### src/hdl/fuzzy_subsequence_scorer_top_assert.svh
// Assertion macros shared by the scorer modules.
// Each macro expects clk in the enclosing module; FSS_ASSERT also expects rst_n.
`ifndef FUZZY_SUBSEQUENCE_SCORER_TOP_ASSERT_SVH
`define FUZZY_SUBSEQUENCE_SCORER_TOP_ASSERT_SVH

`ifndef SYNTHESIS

// Checked only outside reset
`define FSS_ASSERT(lbl, prop, msg) \
  lbl: assert property (@(posedge clk) disable iff (!rst_n) prop) else $error(msg);

// Checked on every edge, reset included
`define FSS_ASSERT_ALWAYS(lbl, prop, msg) \
  lbl: assert property (@(posedge clk) prop) else $error(msg);

`else

`define FSS_ASSERT(lbl, prop, msg)
`define FSS_ASSERT_ALWAYS(lbl, prop, msg)

`endif

`endif

### src/hdl/fss_pkg.sv
package fss_pkg;

  // Query store geometry
  localparam int QUERY_DEPTH = 32;
  localparam int QLEN_W      = $clog2(QUERY_DEPTH + 1);
  localparam int QIDX_W      = (QUERY_DEPTH > 1) ? $clog2(QUERY_DEPTH) : 1;
  localparam int PAIR_W      = QIDX_W;

  localparam int CHAR_W  = 8;
  localparam int TPOS_W  = 4;
  localparam int SCORE_W = 9;
  localparam int SUM_W   = (PAIR_W + 4 > SCORE_W + 1) ? PAIR_W + 4 : SCORE_W + 1;

  // Score terms
  localparam logic [SUM_W-1:0]  BASE_SCORE     = SUM_W'(20);
  localparam logic [SUM_W-1:0]  BOUNDARY_BONUS = SUM_W'(30);
  localparam logic [SUM_W-1:0]  PREFIX_BONUS   = SUM_W'(50);
  localparam logic [SUM_W-1:0]  SCORE_MAX      = SUM_W'({SCORE_W{1'b1}});
  localparam logic [TPOS_W-1:0] EARLY_LIMIT    = TPOS_W'(10);

  // ASCII classes
  localparam logic [CHAR_W-1:0] CHAR_UPPER_A   = 8'h41;
  localparam logic [CHAR_W-1:0] CHAR_UPPER_Z   = 8'h5A;
  localparam logic [CHAR_W-1:0] CHAR_LOWER_A   = 8'h61;
  localparam logic [CHAR_W-1:0] CHAR_LOWER_Z   = 8'h7A;
  localparam logic [CHAR_W-1:0] CHAR_DIGIT_0   = 8'h30;
  localparam logic [CHAR_W-1:0] CHAR_DIGIT_9   = 8'h39;
  localparam logic [CHAR_W-1:0] CHAR_UNDERSCORE = 8'h5F;
  localparam logic [CHAR_W-1:0] CASE_OFFSET    = 8'h20;

  typedef enum logic [1:0] {
    ACT_CLEAR     = 2'd0,
    ACT_APPEND    = 2'd1,
    ACT_TARGET    = 2'd2,
    ACT_EMPTY_END = 2'd3
  } action_t;

  typedef struct packed {
    action_t             action;
    logic [CHAR_W-1:0]   char_code;
    logic                last;
  } item_t;

  typedef struct packed {
    logic [SCORE_W-1:0] score;
    logic               matched;
  } res_t;

  function automatic logic [CHAR_W-1:0] fold_case(input logic [CHAR_W-1:0] c);
    if (c >= CHAR_UPPER_A && c <= CHAR_UPPER_Z) begin
      return c + CASE_OFFSET;
    end
    return c;
  endfunction

  function automatic logic is_word_char(input logic [CHAR_W-1:0] c);
    return (c >= CHAR_LOWER_A && c <= CHAR_LOWER_Z) ||
           (c >= CHAR_UPPER_A && c <= CHAR_UPPER_Z) ||
           (c >= CHAR_DIGIT_0 && c <= CHAR_DIGIT_9) ||
           (c == CHAR_UNDERSCORE);
  endfunction

endpackage

### src/hdl/fss_core.sv
`include "fuzzy_subsequence_scorer_top_assert.svh"

module fss_core (
  input  logic          clk,
  input  logic          rst_n,
  input  logic          item_valid,
  input  fss_pkg::item_t item,
  output logic          res_push,
  output fss_pkg::res_t res
);
  import fss_pkg::*;

  // Query store, written in append order; no reset
  logic [CHAR_W-1:0] query_store_r [QUERY_DEPTH];

  // Query and per-target match state
  logic [QLEN_W-1:0] query_length_r, query_length_nxt;
  logic [QLEN_W-1:0] match_index_r, match_index_nxt;
  logic [TPOS_W-1:0] first_position_r, first_position_nxt;
  logic              first_on_boundary_r, first_on_boundary_nxt;
  logic [PAIR_W-1:0] adjacent_pairs_r, adjacent_pairs_nxt;
  logic              previous_matched_r, previous_matched_nxt;
  logic              previous_is_word_r, previous_is_word_nxt;
  logic [TPOS_W-1:0] target_position_r, target_position_nxt;

  logic              store_wr;
  logic [CHAR_W-1:0] q_char;
  logic              hit;
  logic [QLEN_W-1:0] m_upd;
  logic [TPOS_W-1:0] fpos_upd;
  logic              bound_upd;
  logic [PAIR_W-1:0] adj_upd;
  logic [TPOS_W-1:0] tpos_upd;
  logic [SUM_W-1:0]  sum;
  logic [SUM_W-1:0]  sum_sat;
  logic [SCORE_W-1:0] final_score;

  // Match against the next query character
  always_comb begin
    q_char   = query_store_r[match_index_r[QIDX_W-1:0]];
    hit      = (item.action == ACT_TARGET) && (match_index_r < query_length_r) &&
               (fold_case(item.char_code) == fold_case(q_char));
    m_upd    = hit ? match_index_r + QLEN_W'(1) : match_index_r;
    fpos_upd = (hit && match_index_r == '0) ? target_position_r : first_position_r;
    bound_upd = (hit && match_index_r == '0) ?
                ((target_position_r == '0) || !previous_is_word_r) : first_on_boundary_r;
    adj_upd  = (hit && match_index_r != '0 && previous_matched_r) ?
               adjacent_pairs_r + PAIR_W'(1) : adjacent_pairs_r;
    tpos_upd = (target_position_r < EARLY_LIMIT) ?
               target_position_r + TPOS_W'(1) : target_position_r;
  end

  // Score of a finished target, from the updated state
  always_comb begin
    sum = BASE_SCORE + (SUM_W'(adj_upd) << 2) + SUM_W'(adj_upd) +
          SUM_W'(EARLY_LIMIT - fpos_upd);
    if (bound_upd) begin
      sum = sum + BOUNDARY_BONUS;
      if (QLEN_W'(adj_upd) + QLEN_W'(1) == query_length_r) begin
        sum = sum + PREFIX_BONUS;
      end
    end
    sum_sat = (sum > SCORE_MAX) ? SCORE_MAX : sum;
    if (query_length_r == '0) begin
      final_score = SCORE_W'(1);
    end else if (m_upd < query_length_r) begin
      final_score = '0;
    end else begin
      final_score = sum_sat[SCORE_W-1:0];
    end
  end

  // Next state and result
  always_comb begin
    query_length_nxt      = query_length_r;
    match_index_nxt       = match_index_r;
    first_position_nxt    = first_position_r;
    first_on_boundary_nxt = first_on_boundary_r;
    adjacent_pairs_nxt    = adjacent_pairs_r;
    previous_matched_nxt  = previous_matched_r;
    previous_is_word_nxt  = previous_is_word_r;
    target_position_nxt   = target_position_r;
    store_wr              = 1'b0;
    res_push              = 1'b0;
    res.score             = '0;
    res.matched           = 1'b0;
    if (item_valid) begin
      unique case (item.action)
        ACT_CLEAR: begin
          query_length_nxt      = '0;
          match_index_nxt       = '0;
          first_position_nxt    = '0;
          first_on_boundary_nxt = 1'b0;
          adjacent_pairs_nxt    = '0;
          previous_matched_nxt  = 1'b0;
          previous_is_word_nxt  = 1'b0;
          target_position_nxt   = '0;
        end
        ACT_APPEND: begin
          if (query_length_r < QLEN_W'(QUERY_DEPTH)) begin
            store_wr         = 1'b1;
            query_length_nxt = query_length_r + QLEN_W'(1);
          end
        end
        ACT_TARGET: begin
          if (item.last) begin
            match_index_nxt       = '0;
            first_position_nxt    = '0;
            first_on_boundary_nxt = 1'b0;
            adjacent_pairs_nxt    = '0;
            previous_matched_nxt  = 1'b0;
            previous_is_word_nxt  = 1'b0;
            target_position_nxt   = '0;
            res_push              = 1'b1;
            res.score             = final_score;
            res.matched           = (final_score != '0);
          end else begin
            match_index_nxt       = m_upd;
            first_position_nxt    = fpos_upd;
            first_on_boundary_nxt = bound_upd;
            adjacent_pairs_nxt    = adj_upd;
            previous_matched_nxt  = hit;
            previous_is_word_nxt  = is_word_char(item.char_code);
            target_position_nxt   = tpos_upd;
          end
        end
        ACT_EMPTY_END: begin
          match_index_nxt       = '0;
          first_position_nxt    = '0;
          first_on_boundary_nxt = 1'b0;
          adjacent_pairs_nxt    = '0;
          previous_matched_nxt  = 1'b0;
          previous_is_word_nxt  = 1'b0;
          target_position_nxt   = '0;
          res_push              = 1'b1;
          res.score             = SCORE_W'(query_length_r == '0);
          res.matched           = (query_length_r == '0);
        end
        default: begin
        end
      endcase
    end
  end

  // Query store write
  always_ff @(posedge clk) begin
    if (store_wr) begin
      query_store_r[query_length_r[QIDX_W-1:0]] <= item.char_code;
    end
  end

  // State registers
  always_ff @(posedge clk) begin
    if (!rst_n) begin
      query_length_r      <= '0;
      match_index_r       <= '0;
      first_position_r    <= '0;
      first_on_boundary_r <= 1'b0;
      adjacent_pairs_r    <= '0;
      previous_matched_r  <= 1'b0;
      previous_is_word_r  <= 1'b0;
      target_position_r   <= '0;
    end else begin
      query_length_r      <= query_length_nxt;
      match_index_r       <= match_index_nxt;
      first_position_r    <= first_position_nxt;
      first_on_boundary_r <= first_on_boundary_nxt;
      adjacent_pairs_r    <= adjacent_pairs_nxt;
      previous_matched_r  <= previous_matched_nxt;
      previous_is_word_r  <= previous_is_word_nxt;
      target_position_r   <= target_position_nxt;
    end
  end

  `FSS_ASSERT(a_match_in_query, match_index_r <= query_length_r, "match index past query length")
  `FSS_ASSERT(a_pairs_below_matches, adjacent_pairs_r == '0 || QLEN_W'(adjacent_pairs_r) < match_index_r, "adjacent pairs exceed matches")
  `FSS_ASSERT(a_clear_empties_query, item_valid && item.action == ACT_CLEAR |=> query_length_r == '0 && match_index_r == '0, "clear left query state")

endmodule

### src/hdl/fss_outbuf.sv
`include "fuzzy_subsequence_scorer_top_assert.svh"

module fss_outbuf (
  input  logic          clk,
  input  logic          rst_n,
  input  logic          push,
  input  fss_pkg::res_t push_data,
  output logic          room,
  output logic          out_valid,
  output fss_pkg::res_t out_data,
  input  logic          out_ready
);
  import fss_pkg::*;

  // Head register drives the port, skid entry catches a result during a stall
  logic  head_valid_r, head_valid_nxt;
  logic  skid_valid_r, skid_valid_nxt;
  res_t  head_data_r, head_data_nxt;
  res_t  skid_data_r, skid_data_nxt;
  logic  pop;

  always_comb begin
    pop            = head_valid_r && out_ready;
    head_valid_nxt = head_valid_r;
    head_data_nxt  = head_data_r;
    skid_valid_nxt = skid_valid_r;
    skid_data_nxt  = skid_data_r;
    if (pop || !head_valid_r) begin
      if (skid_valid_r) begin
        head_valid_nxt = 1'b1;
        head_data_nxt  = skid_data_r;
        skid_valid_nxt = 1'b0;
      end else begin
        head_valid_nxt = push;
        head_data_nxt  = push_data;
      end
    end else if (push) begin
      skid_valid_nxt = 1'b1;
      skid_data_nxt  = push_data;
    end
  end

  always_ff @(posedge clk) begin
    if (!rst_n) begin
      head_valid_r <= 1'b0;
      skid_valid_r <= 1'b0;
    end else begin
      head_valid_r <= head_valid_nxt;
      skid_valid_r <= skid_valid_nxt;
    end
  end

  always_ff @(posedge clk) begin
    head_data_r <= head_data_nxt;
    skid_data_r <= skid_data_nxt;
  end

  assign room      = !skid_valid_r;
  assign out_valid = head_valid_r;
  assign out_data  = head_data_r;

  `FSS_ASSERT_ALWAYS(a_skid_implies_head, !rst_n || !skid_valid_r || head_valid_r, "skid entry without head entry")
  `FSS_ASSERT(a_skid_moves_up, pop && skid_valid_r |=> head_valid_r && head_data_r == $past(skid_data_r), "skid entry lost on drain")
  `FSS_ASSERT(a_push_to_empty, push && !head_valid_r && !skid_valid_r |=> head_valid_r && head_data_r == $past(push_data), "result lost on empty buffer")

endmodule

### src/hdl/fuzzy_subsequence_scorer_top.sv
// Fuzzy subsequence scorer. Load a query with append transactions (tuser =
// append, tdata = byte, up to 32 bytes kept), then stream target bytes with
// tuser = target and tlast on the final byte; that transaction yields one
// score transaction (0 = no case-insensitive subsequence match). An
// empty-target transaction scores 1 for an empty query and 0 otherwise, and a
// clear transaction empties the query. One input transaction is accepted every
// cycle while in_tready is high: each byte is matched against the next query
// byte with one compare and a few counter updates. The score is registered
// into the output buffer when the final target byte is accepted; a two-entry
// output buffer lets input continue during one stalled score and holds
// in_tready low only while two scores are waiting.
module fuzzy_subsequence_scorer_top (
  input  logic        clk,
  input  logic        rst_n,
  input  logic        in_tvalid,
  output logic        in_tready,
  input  logic [7:0]  in_tdata,   // [7:0] char_code
  input  logic [1:0]  in_tuser,   // [1:0] action
  input  logic        in_tlast,   // last
  output logic        out_tvalid,
  input  logic        out_tready,
  output logic [15:0] out_tdata   // [8:0] score, [9] matched, [15:10] zero
);
  import fss_pkg::*;

  logic  accept;
  item_t item;
  logic  res_push;
  res_t  res;
  logic  room;
  res_t  out_res;

  // Input transaction
  assign accept         = in_tvalid && in_tready;
  assign item.action    = action_t'(in_tuser);
  assign item.char_code = in_tdata;
  assign item.last      = in_tlast;

  fss_core u_core (
    .clk        (clk),
    .rst_n      (rst_n),
    .item_valid (accept),
    .item       (item),
    .res_push   (res_push),
    .res        (res)
  );

  fss_outbuf u_outbuf (
    .clk       (clk),
    .rst_n     (rst_n),
    .push      (res_push),
    .push_data (res),
    .room      (room),
    .out_valid (out_tvalid),
    .out_data  (out_res),
    .out_ready (out_tready)
  );

  assign in_tready = room;
  assign out_tdata = {6'd0, out_res.matched, out_res.score};

endmodule
### config.mk
export PLATFORM = sky130hd
export DESIGN_NAME = fuzzy_subsequence_scorer_top
export DESIGN_NICKNAME = d
export VERILOG_FILES = /design/src/hdl/fss_pkg.sv /design/src/hdl/fss_core.sv /design/src/hdl/fss_outbuf.sv /design/src/hdl/fuzzy_subsequence_scorer_top.sv
export VERILOG_INCLUDE_DIRS = /design/src /design/src/hdl
export SDC_FILE = /design/constraint.sdc
export NUM_CORES = 1
export LEC_CHECK = 0
export BUFFER_PORTS_ARGS = -buffer_cell sky130_fd_sc_hd__buf_2
export CAP_MARGIN = 25
export CORE_MARGIN = 1
export CORE_UTILIZATION = 30
export CTS_CLUSTER_SIZE = 12
export DETAILED_ROUTE_END_ITERATION = 10
export PLACE_DENSITY_LB_ADDON = 0.08
export SYNTH_ARGS = -nofsm -noshare
export SYNTH_HDL_FRONTEND = slang
export SYNTH_HIERARCHICAL = 1
export SYNTH_SLANG_ARGS = --single-unit
### constraint.sdc
create_clock -name clk -period 9.47 [get_ports clk]
set_clock_uncertainty 0.2 [all_clocks]
set_input_delay 1.894 -clock clk [delete_from_list [all_inputs] [get_ports clk]]
set_output_delay 1.894 -clock clk [all_outputs]
set_load 0.005 [all_outputs]
==> metrics.md <==
| Metric | Value |
|---|---|
| Critical path's most frequent cell | inv_1 |
| LEAKAGE | 5.955 nW |
| H-tree levels | 2 |
| Clock Latency Late Sink | ~0.56 ns |
| RSZ-0062 raised after global routing | false |
| Antenna Diode Count | 0 |
| Hold slack | 0.3011 ns |
| Die width | 225.9 um |
| Final setup viols | 0 |
| Worst vdd ir | 0.09542 mV |
| Total number of vias | 9187 |
| Largest net degree at the start of global routing | 39 |
| Global route total overflow | 0 |
| First-pass GRT wire length | 61840 um |
| Starting Density | 30.59% |
| Die ar. | 0.05102 sq mm |
| Fraction of layout cells with a size suffix above 1 | 19.06% |
| PwrDens | around 170 mW/mm^2 |
| Mapped Area | ~0.015 sq mm |
| Outcome | finished clean |
| Clock root buffer master | clkbuf_16 |
| GRT Util Overall | 16.74% |
| Post-CTS resize count | 0 |
| Die H | 225.9 um |
| Crit share post-route | between 90% and 100% |
| Ys Warns | 6 |
| Seq/Total Area, Yosys | around 60% |
| DP Worst Slack | -0.04279 ns |
| Power consumption | a little under 3 mW |
| Slew @ Worst Pin | 1.145 ns |
| Detailed Place HPWL | around 30000 um |
| Max Root-Sink Buffers | 3 |
| # nets final | 1256 |
| Drt initial violations | 620 |
| I/O pin cnt | 33 |
| CTS tree | yes |
| Hold crit path type | flop to flop |
| Post-DR vias/cell | about 4.9 |
| PortBufs | 26 |
| Synth cell types | 73 |
| Critical path required time | 9.57 ns |
| Remaining DRCs | 0 |
| Vias in the first global route | 9247 |
| Post-Route WL | 41660 um |
| Normalized max-slew margin | a little under a quarter |
| # rows | 81 |
| Area growth syn-to-layout | 16.20% |
| Post-Synthesis Cells | around 1100 |
| Non-Filler Instances | 1881 |
| Wire per inst | around 22 um |
| Max Fclk | 111.7 MHz |
| Fin crit period | 8.949 ns |
| Worst-path clk slew | approximately 0.060 ns |
| CP max-delay cell | mux4_2 |
| Dpl cells | between 1500 and 2000 |
| Ys flop type | edfxtp_1 |
| Final ANT Viol Nets | 0 |
| Post-synth ARST share | 0% |
| Element type at the critical path start | flop |
| Slowest Stage Delay on Critical Path | 0.58 ns |
| Synthesized flop and latch total | a little over 300 |
| Routability Congestion | just under 0.8 |
| TritonRoute pass-1 iters | 5 |
| Worst Path Max Fanout | 16 |
| Worst Setup End Kind | flop |
| Hold Fails Final Rpt | 0 |
| Max-slew violation count | 0 |
| Cts bufs inserted | 37 |
| Hold buffer count at cts | 0 |
| Placeable Area | 0.04915 sq mm |
| Max-cap violations | 0 |
| Final core utilization | 35.54% |
| Post-route setup slack | 0.5214 ns |
| WS Path Type | flop to flop |
| Initial antenna violation count | 0 |
| EDFF count, synth | 276 |
| CP Data Arrival Time | 9.05 ns |
| Post-CTS setup buffer count | 0 |
| Mean post-synth cell area | 13.79 sq um |
| Clock Sinks | 311 |
-- sequential cells by signal, indices dropped and copies added (netlist names), named ones only --
| signal | flops |
|---|---|
| u_core/adjacent_pairs_r | 5 |
| u_core/previous_matched_r | 1 |
| u_core/first_on_boundary_r | 1 |
| u_core/first_position_r | 4 |
| u_outbuf/skid_valid_r | 1 |
| u_core/target_position_r | 4 |
| u_outbuf/out_valid | 1 |
| u_outbuf/skid_data_r | 10 |
| u_core/match_index_r | 6 |
| u_core/previous_is_word_r | 1 |
| u_core/query_length_r | 6 |
| u_outbuf/out_data | 10 |
| u_core/query_store_r | 256 |
-- synth_stat cells, drive strengths merged (22+ instances only) --
master	count	share of area [%]
dfxtp	35	4.7
nand2	90	2.2
mux2i	58	4.0
edfxtp	276	55
inv	41	1.0
buf	22	1.2
nand3	26	0.87
nor2	76	1.9
nor2b	24	1.0
ha	48	4.0
a21oi	50	1.7
mux4	48	7.2
clkbuf	24	0.60
o21ai	37	1.3
a22oi	30	1.5
-- layer usage --
layer	GRT usage [%]	part of all wire (%)	up-vias
li1	-	-	4345
met4	4.630	2.3	0
met5	0	0	-
met2	28.26	49	170
met1	22.13	45	4623
met3	2.693	4.1	49
-- final cells by class --
type                            instances  area [sq um]
Sequential cell                       311          8994
Inverter                               42         157.7
Clock buffer                           46         959.7
Multi-Input combinational cell        696          5633
Timing Repair Buffer                  101         739.5
Tap cell                              664         830.8
Clock inverter                         21         156.4
Fill cell                            4779         31680
-- cells by family (layout without fill, tap and decap cells) --
kind of cell | Yosys count | count (layout) | synth area share, %
other | 1 | 6 | 0.02494
multiplexers | 119 | 119 | 12.39
adder cells (fa/ha/maj) | 52 | 52 | 4.527
buffers and inverters | 88 | 210 | 2.871
AND/OR/NAND/NOR | 295 | 295 | 9.662
AO/OA/AOI/OAI | 182 | 182 | 8.014
XOR/XNOR | 42 | 42 | 2.721
flip-flops | 311 | 311 | 59.79
-- cell usage in the layout, fill, tap and decap left out, types with 5 or more instances in the layout --
master	instances
nor2b_1	24
a31oi_1	8
and3_1	6
inv_1	41
buf_2	26
dfxtp_1	33
ha_1	48
edfxtp_1	276
mux2i_1	56
xnor2_1	20
mux4_2	48
and2_1	15
conb_1	6
mux2_2	5
clkinv_1	10
a21oi_1	50
a21boi_0	5
nand2_1	90
mux2_4	8
xor2_1	19
nor2_1	75
buf_6	9
nand3_1	26
a22oi_1	30
nand2b_1	14
clkbuf_1	9
a21o_1	6
nor3_1	9
o21ai_0	33
o211ai_1	7
buf_4	65
clkbuf_16	37
-- worst max-delay path, delay by kind of cell (launching register included) --
| family | cells | cell delay [ns] |
|---|---|---|
| buf+inv | 5 | 0.46 |
| fa+ha+maj | 5 | 1.60 |
| compound gates | 12 | 2.45 |
| mux | 4 | 1.79 |
| flops | 1 | 0.57 |
| xor+xnor | 1 | 0.16 |
| simple gates | 6 | 1.44 |
-- stage by stage --
step	setup TNS [ns]	cell area (sq um)
after global routing	0	17470
after CTS	0	17440
final	0	17470
after floorplan	0	15050
after global placement	0	16220
after detailed placement	-0.04279	16320
-- where the power goes --
group          internal, mW  switching, mW
Sequential             1.49        0.00223
Clock                 0.752          0.571
Combinational        0.0256         0.0597
Total                  2.27          0.633
-- path summary, 6_finish.rpt --
path | endpoint | slack (ns) | startpoint | cells past startpoint
worst max-delay path | u_outbuf/out_data[0] | 0.52 | flop | 33
worst min-delay path | u_core/previous_is_word_r | 0.30 | u_core/previous_is_word_r | 2
worst max register to register | u_outbuf/out_data[0] | 0.52 | flop | 33
worst min register to register | u_core/previous_is_word_r | 0.30 | u_core/previous_is_word_r | 2
Power figures use the tool's default switching activity.
